--- config.mk ---
export PLATFORM = sky130hd
export DESIGN_NAME = continued_fraction_expansion
export DESIGN_NICKNAME = d
export VERILOG_FILES = /design/src/rtl/core/cfe_pkg.sv /design/src/rtl/core/cfe_dpath.sv /design/src/rtl/core/cfe_ctrl.sv /design/src/rtl/core/continued_fraction_expansion.sv
export SDC_FILE = /design/constraint.sdc
export NUM_CORES = 1
export LEC_CHECK = 0
export ABC_CLOCK_PERIOD_IN_PS = 3500
export BUFFER_PORTS_ARGS = -buffer_cell sky130_fd_sc_hd__buf_2
export CORE_ASPECT_RATIO = 1.75
export CORE_MARGIN = 2
export CORE_UTILIZATION = 50
export DETAILED_ROUTE_END_ITERATION = 8
export PLACE_DENSITY = 0.7
export SLEW_MARGIN = 15
export SYNTH_ARGS = -nofsm -noshare
export SYNTH_HDL_FRONTEND = slang
export SYNTH_SLANG_ARGS = --single-unit
--- constraint.sdc ---
create_clock -name clock -period 3.5 [get_ports clock]
set_input_delay 0.35 -clock clock [delete_from_list [all_inputs] [get_ports clock]]
set_output_delay 0.35 -clock clock [all_outputs]
set_load 0.02 [all_outputs]
--- src/rtl/core/cfe_pkg.sv ---
`timescale 1ns / 1ps
`default_nettype none
package cfe_pkg;

   localparam int unsigned FIELD_W   = 32;
   localparam int unsigned TERM_W    = 32;
   localparam int unsigned MAX_TERMS = 48;
   localparam int unsigned TCNT_W    = 6;

   typedef enum logic [2:0] {
      ST_IDLE,
      ST_CHECK,
      ST_DIV,
      ST_EMIT,
      ST_ERR
   } state_type;

   // commands from the controller to the datapath
   typedef struct packed {
      logic load;
      logic step;
      logic next;
      logic emit;
      logic emit_err;
   } cmd_type;

   // status from the datapath to the controller
   typedef struct packed {
      logic den_zero;
      logic step_last;
      logic term_last;
      logic out_free;
   } status_type;

endpackage
`default_nettype wire

--- src/rtl/core/cfe_dpath.sv ---
`timescale 1ns / 1ps
`default_nettype none
module cfe_dpath #(
   parameter int unsigned WIDTH = 32
) (
   input  wire logic                                clock,
   input  wire logic                                reset,
   input  wire cfe_pkg::cmd_type                    cmd,
   output cfe_pkg::status_type                      status,
   input  wire logic [cfe_pkg::FIELD_W-1:0]         numerator,
   input  wire logic [cfe_pkg::FIELD_W-1:0]         denominator,
   output logic                                     rsp_tvalid,
   input  wire logic                                rsp_tready,
   output logic [cfe_pkg::TERM_W-1:0]               rsp_tdata,
   output logic                                     rsp_tlast,
   output logic                                     rsp_tuser
);

   localparam int unsigned CW = (WIDTH > 1) ? $clog2(WIDTH) : 1;

   logic [WIDTH-1:0]                 quo_ff, quo_in;
   logic [WIDTH-1:0]                 rem_ff, rem_in;
   logic [WIDTH-1:0]                 div_ff, div_in;
   logic [CW-1:0]                    cnt_ff, cnt_in;
   logic [cfe_pkg::TCNT_W-1:0]       tcnt_ff, tcnt_in;
   logic [cfe_pkg::TERM_W-1:0]       rsp_data_ff, rsp_data_in;
   logic                             rsp_last_ff, rsp_last_in;
   logic                             rsp_err_ff, rsp_err_in;
   logic                             rsp_valid_ff, rsp_valid_in;

   logic [cfe_pkg::FIELD_W+WIDTH-1:0] num_ext, den_ext;
   logic [cfe_pkg::TERM_W+WIDTH-1:0]  quo_ext;
   logic [WIDTH:0]                    shifted, diff;
   logic                              fits;
   logic                              last_now;

   // fields are taken modulo 2^WIDTH, terms cut to the term field
   assign num_ext = {{WIDTH{1'b0}}, numerator};
   assign den_ext = {{WIDTH{1'b0}}, denominator};
   assign quo_ext = {{cfe_pkg::TERM_W{1'b0}}, quo_ff};

   // one restoring division step
   assign shifted = {rem_ff, quo_ff[WIDTH-1]};
   assign diff    = shifted - {1'b0, div_ff};
   assign fits    = ~diff[WIDTH];

   assign last_now = (rem_ff == '0) ||
                     (tcnt_ff == cfe_pkg::TCNT_W'(cfe_pkg::MAX_TERMS - 1));

   always_comb begin
      quo_in       = quo_ff;
      rem_in       = rem_ff;
      div_in       = div_ff;
      cnt_in       = cnt_ff;
      tcnt_in      = tcnt_ff;
      rsp_data_in  = rsp_data_ff;
      rsp_last_in  = rsp_last_ff;
      rsp_err_in   = rsp_err_ff;
      rsp_valid_in = rsp_valid_ff;
      if (rsp_valid_ff && rsp_tready) begin
         rsp_valid_in = 1'b0;
      end
      if (cmd.emit) begin
         rsp_data_in  = quo_ext[cfe_pkg::TERM_W-1:0];
         rsp_last_in  = last_now;
         rsp_err_in   = 1'b0;
         rsp_valid_in = 1'b1;
      end
      if (cmd.emit_err) begin
         rsp_data_in  = '0;
         rsp_last_in  = 1'b1;
         rsp_err_in   = 1'b1;
         rsp_valid_in = 1'b1;
      end
      if (cmd.load) begin
         quo_in  = num_ext[WIDTH-1:0];
         div_in  = den_ext[WIDTH-1:0];
         rem_in  = '0;
         cnt_in  = '0;
         tcnt_in = '0;
      end
      if (cmd.step) begin
         rem_in = fits ? diff[WIDTH-1:0] : shifted[WIDTH-1:0];
         quo_in = {quo_ff[WIDTH-2:0], fits};
         cnt_in = cnt_ff + CW'(1);
      end
      // pair moves on to (divisor, remainder)
      if (cmd.next) begin
         quo_in  = div_ff;
         div_in  = rem_ff;
         rem_in  = '0;
         cnt_in  = '0;
         tcnt_in = tcnt_ff + cfe_pkg::TCNT_W'(1);
      end
   end

   always_ff @(posedge clock) begin
      if (reset) begin
         cnt_ff       <= '0;
         tcnt_ff      <= '0;
         rsp_valid_ff <= 1'b0;
      end else begin
         cnt_ff       <= cnt_in;
         tcnt_ff      <= tcnt_in;
         rsp_valid_ff <= rsp_valid_in;
      end
   end

   always_ff @(posedge clock) begin
      quo_ff      <= quo_in;
      rem_ff      <= rem_in;
      div_ff      <= div_in;
      rsp_data_ff <= rsp_data_in;
      rsp_last_ff <= rsp_last_in;
      rsp_err_ff  <= rsp_err_in;
   end

   assign status.den_zero  = (div_ff == '0);
   assign status.step_last = (cnt_ff == CW'(WIDTH - 1));
   assign status.term_last = last_now;
   assign status.out_free  = ~rsp_valid_ff | rsp_tready;

   assign rsp_tvalid = rsp_valid_ff;
   assign rsp_tdata  = rsp_data_ff;
   assign rsp_tlast  = rsp_last_ff;
   assign rsp_tuser  = rsp_err_ff;

`ifndef NO_ASSERTIONS
   a_no_overwrite: assert property (@(posedge clock) disable iff (reset)
      (cmd.emit || cmd.emit_err) |-> (!rsp_valid_ff || rsp_tready))
      else $error("result word overwritten before taken");

   a_emit_nonzero_div: assert property (@(posedge clock) disable iff (reset)
      cmd.emit |-> (div_ff != '0))
      else $error("term emitted with zero divisor");

   a_err_zero_div: assert property (@(posedge clock) disable iff (reset)
      cmd.emit_err |-> (div_ff == '0))
      else $error("error word with nonzero divisor");

   a_tcnt_bound: assert property (@(posedge clock) disable iff (reset)
      cmd.next |-> (tcnt_ff < cfe_pkg::TCNT_W'(cfe_pkg::MAX_TERMS - 1)))
      else $error("term count past limit");

   a_err_last: assert property (@(posedge clock) disable iff (reset)
      (rsp_valid_ff && rsp_err_ff) |-> rsp_last_ff)
      else $error("error word not marked last");
`endif

endmodule
`default_nettype wire

--- src/rtl/core/cfe_ctrl.sv ---
`timescale 1ns / 1ps
`default_nettype none
module cfe_ctrl (
   input  wire logic                 clock,
   input  wire logic                 reset,
   input  wire logic                 req_tvalid,
   output logic                      req_tready,
   input  wire cfe_pkg::status_type  status,
   output cfe_pkg::cmd_type          cmd
);

   cfe_pkg::state_type state_ff, state_in;

   always_ff @(posedge clock) begin
      if (reset) begin
         state_ff <= cfe_pkg::ST_IDLE;
      end else begin
         state_ff <= state_in;
      end
   end

   always_comb begin
      state_in   = state_ff;
      cmd        = '0;
      req_tready = 1'b0;
      case (state_ff)
         cfe_pkg::ST_IDLE: begin
            req_tready = 1'b1;
            if (req_tvalid) begin
               cmd.load = 1'b1;
               state_in = cfe_pkg::ST_CHECK;
            end
         end
         cfe_pkg::ST_CHECK: begin
            state_in = status.den_zero ? cfe_pkg::ST_ERR : cfe_pkg::ST_DIV;
         end
         cfe_pkg::ST_DIV: begin
            cmd.step = 1'b1;
            if (status.step_last) begin
               state_in = cfe_pkg::ST_EMIT;
            end
         end
         cfe_pkg::ST_EMIT: begin
            if (status.out_free) begin
               cmd.emit = 1'b1;
               if (status.term_last) begin
                  state_in = cfe_pkg::ST_IDLE;
               end else begin
                  cmd.next = 1'b1;
                  state_in = cfe_pkg::ST_DIV;
               end
            end
         end
         cfe_pkg::ST_ERR: begin
            if (status.out_free) begin
               cmd.emit_err = 1'b1;
               state_in     = cfe_pkg::ST_IDLE;
            end
         end
         default: begin
            state_in = cfe_pkg::ST_IDLE;
         end
      endcase
   end

endmodule
`default_nettype wire

--- src/rtl/core/continued_fraction_expansion.sv ---
// an accepted word is checked, divided serially, then its first term is emitted
// each further term: one divide step per bit, then an emit, held while output is full
// the next word is taken only after the last term of the one before; 48 terms at most
// a zero denominator gives a single error word and no terms
// synchronous active-high reset returns the controller to idle and drops rsp_tvalid
`timescale 1ns / 1ps
`default_nettype none
module continued_fraction_expansion #(
   parameter int unsigned WIDTH = 32
) (
   input  wire logic         clock,
   input  wire logic         reset,
   input  wire logic         req_tvalid,
   output logic              req_tready,
   input  wire logic [63:0]  req_tdata,   // numerator [31:0], denominator [63:32]
   output logic              rsp_tvalid,
   input  wire logic         rsp_tready,
   output logic [31:0]       rsp_tdata,   // term [31:0]
   output logic              rsp_tlast,   // last_term
   output logic              rsp_tuser    // divide_error
);

   cfe_pkg::cmd_type    cmd;
   cfe_pkg::status_type status;

   cfe_ctrl u_ctrl (
      .clock      (clock),
      .reset      (reset),
      .req_tvalid (req_tvalid),
      .req_tready (req_tready),
      .status     (status),
      .cmd        (cmd)
   );

   cfe_dpath #(
      .WIDTH (WIDTH)
   ) u_dpath (
      .clock       (clock),
      .reset       (reset),
      .cmd         (cmd),
      .status      (status),
      .numerator   (req_tdata[31:0]),
      .denominator (req_tdata[63:32]),
      .rsp_tvalid  (rsp_tvalid),
      .rsp_tready  (rsp_tready),
      .rsp_tdata   (rsp_tdata),
      .rsp_tlast   (rsp_tlast),
      .rsp_tuser   (rsp_tuser)
   );

endmodule
`default_nettype wire

==> results.json <==
{
  "drt-total-wl_mm": 20.7,
  "outcome": "finished clean",
  "grt_first_pass_wirelength_mm": 33.4,
  "finalInstanceArea_sq_mm": 0.00940,
  "cpMaxStageDelayCell": "edfxtp_1",
  "gr-usage-met2_pct": 41.9,
  "setup.worst_path.class": "flop to flop",
  "cts_tree": "yes",
  "fin_crit_sh_pct": 91.2,
  "htreeDepth": 4,
  "setup_viol": 0,
  "port_buffers": 103,
  "p_switching_w": 0.00153,
  "power.density_mw_per_mm2": 534,
  "cts_buffers": 17,
  "grt_busiest_layer": "met2",
  "place_area_sq_mm": 0.00880,
  "die_area_sq_mm": 0.0174,
  "synth_fp_nets": 983,
  "wl_per_cell_um": 17.8,
  "skew_ns": 0.00971,
  "vias_per_cell": 5.81,
  "period_needed_ns": 3.19,
  "pwr-share-seq_pct": 44.0,
  "cts_resized": 0,
  "leakage_nw": 4.04,
  "rsz0062_at_grt": "false",
  "hold_viol_final": 0,
  "fmax_mhz": 313,
  "drive_gt1_share_pct": 20.3,
  "cts_setup_buffers": 0,
  "async_reset_ff_share_pct": 0,
  "cts_num_sinks": 145,
  "ys_warn_count": 0,
  "synthFlopType": "dfxtp_1",
  "die_width_um": 101,
  "fin_nets": 1070,
  "die_y_um": 173,
  "clk_latency_ns": 0.42,
  "slew_headroom_pct": 44.6,
  "p_sw_share_pct": 30.4,
  "grt_use_met3_pct": 4.16,
  "grt_use_met1_pct": 28.2,
  "area_growth_pct": 15.2,
  "grt_max_degree": 85,
  "antenna_found_initial": 0,
  "clk_pin_slew_ns": 0.07,
  "worstMarginPinSlew_ns": 0.823,
  "gp_congestion": 0.909,
  "syn_area_sq_mm": 0.00816,
  "power_w": 0.00502,
  "clockBufferDepth": 2,
  "crit_path_frequent_cell": "a21oi_1",
  "synth_area_leader_cell": "edfxtp_1",
  "pwr-share-clk_pct": 36.8,
  "worst_path_largest_cell_delay_ns": 0.40,
  "critPathArrivalTime_ns": 3.47,
  "grt_overflow_total": 0,
  "cp_cell_sequence": "inv_1, ha_1, a21o_1, a21oi_1, o22ai_1, or2_1, o2111ai_2, a21oi_1, nor3_4, buf_4, mux2i_1, o21ai_1",
  "placementRows": 61,
  "start_kind": "flop",
  "drtAntennaViolNets": 0,
  "drc": 0,
  "vias": 6791,
  "synth.ff_latch_count": 145,
  "max_cap_violations": 0,
  "finalMaxSlewViolations": 0,
  "hold_buffers": 0,
  "synth_edf_count": 64,
  "drt-initial-drc-count": 381,
  "utilization_pct": 58.9,
  "syn_avg_cell_area_sq_um": 9.29,
  "synth_top_area_share_pct": 23.5,
  "hpwl_mm": 15.1,
  "netlist_top_cells_area": "edfxtp_1 (24%), dfxtp_1 (20%), mux2i_1 (7.6%), nand2_1 (7.1%), ha_1 (5.4%)",
  "path_max_fanout": 11,
  "start_util_pct": 51.2,
  "dr.pass1.iters": 5,
  "yosysSeqAreaShare_pct": 43.4,
  "combPwrFrac_pct": 19.3,
  "first_global_vias": 6672,
  "irDropWorstVdd_mv": 0.302,
  "cts-root-buf": "clkbuf_16",
  "core_region_area_sq_mm": 0.0160,
  "worst_hold_path_type": "input pin to flop",
  "synth.distinct_cells": 65,
  "required_ns": 3.78,
  "p_int_w": 0.00349,
  "grt_usage_pct": 24.2,
  "synthCells": 879,
  "ioPinCount": 104,
  "finalSetupTns_ns": 0,
  "end_kind": "flop",
  "antenna_cells": 0
}
## metrics by stage
stage,hold WS (ns),setup WS [ns],cells
4_1_cts,0.223,0.314,1168
2_1_floorplan,0.437,0.754,879
3_3_place_gp,0.430,0.444,1136
3_5_place_dp,0.444,0.368,1136
6_report,0.233,0.308,1168
5_1_grt,0.224,0.105,1168
## final timing paths
path / startpoint / endpoint / slack [ns] / depth (start not counted)
setup / recovery: u_dpath.div_ff[10]$_DFFE_PP_ / u_dpath.rem_ff[17]$_SDFFE_PP0P_ / 0.31 / 12
hold / removal: req_tdata[33] / u_dpath.div_ff[1]$_DFFE_PP_ / 0.23 / 2
setup reg to reg: u_dpath.div_ff[10]$_DFFE_PP_ / u_dpath.rem_ff[17]$_SDFFE_PP0P_ / 0.31 / 12
hold reg to reg: u_dpath.rsp_tdata[24]$_SDFFE_PP0P_ / u_dpath.rsp_tdata[24]$_SDFFE_PP0P_ / 0.45 / 2
## critical path: cells and delay by family (launching register included)
| family | cells | cell delay (ns) |
|---|---|---|
| compound gates | 6 | 1.20 |
| buf+inv | 2 | 0.34 |
| mux | 1 | 0.24 |
| simple gates | 2 | 0.52 |
| fa+ha+maj | 1 | 0.36 |
| flops | 1 | 0.40 |
## metal layers
metal / wire [um] / vias to the layer above
li1: - / 3332
met1: 8220 / 3168
met2: 10600 / 230
met3: 982 / 61
met4: 912 / 0
met5: 0 / -
## cells by family after synthesis
kind of cell	after synthesis	share of synthesized area (%)
fa+ha+maj	36	5.61
buf+inv	87	4.74
simple gates	282	15.8
compound gates	207	15.3
mux	97	12.4
xor+xnor	25	2.68
flops	145	43.4
## sequential cells by signal (all words and copies together) (netlist names)
signal              cells
u_dpath.div_ff         32
u_dpath.rem_ff         32
u_dpath.rsp_tlast       1
u_ctrl.state_ff         3
u_dpath.tcnt_ff         6
u_dpath.cnt_ff          5
u_dpath.quo_ff         32
u_dpath.rsp_tvalid      1
u_dpath.rsp_tuser       1
u_dpath.rsp_tdata      32
## final cells by class
type	count	area (sq um)
inverter	40	150
clock inverter	15	170
fill	1431	6550
sequential	145	3540
clock buffer	17	425
timing repair buffer	115	618
multi-input combinational	647	4260
tap	189	236
## cell usage after synthesis, types with 7 or more instances
cell / instances
nand2_1: 155
dfxtp_1: 81
a21oi_1: 65
edfxtp_1: 64
mux2i_1: 62
o21ai_0: 48
inv_1: 40
clkbuf_1: 35
ha_1: 35
mux2_2: 35
nor2_1: 32
a21o_1: 23
o21ai_1: 21
nor4_1: 18
nor3_1: 16
xnor2_1: 13
nand3_1: 12
xor2_1: 12
and3_1: 9
nand4_1: 9
o211ai_1: 9
a31oi_1: 8
o21a_1: 7
## power by group through the flow
stage / sequential, W / combinational [W] / clock (W)
detailed placement: 0.00224 / 0.000967 / 0
global route: 0.00223 / 0.00107 / 0.00193
floorplan: 0.00241 / 0.000444 / 0
global placement: 0.00224 / 0.000956 / 0
finish: 0.00221 / 0.000967 / 0.00185
CTS: 0.00221 / 0.000969 / 0.00187
## layout by cell type, fill, tap and decap left out, types with 6 or more instances in the layout
cell type  count
a21o_1        23
a21oi_1       65
a31oi_1        8
and3_1         9
buf_2        103
buf_4         11
clkbuf_16     17
dfxtp_1       81
edfxtp_1      64
ha_1          35
inv_1         40
inv_6          6
mux2_2        35
mux2i_1       62
nand2_1      154
nand3_1       12
nand4_1        9
nor2_1        28
nor2b_1        6
nor3_1        16
nor4_1        18
o211ai_1       9
o21a_1         7
o21ai_0       48
o21ai_1       21
xnor2_1       13
xor2_1        12
(Power assumes the default switching activity.)
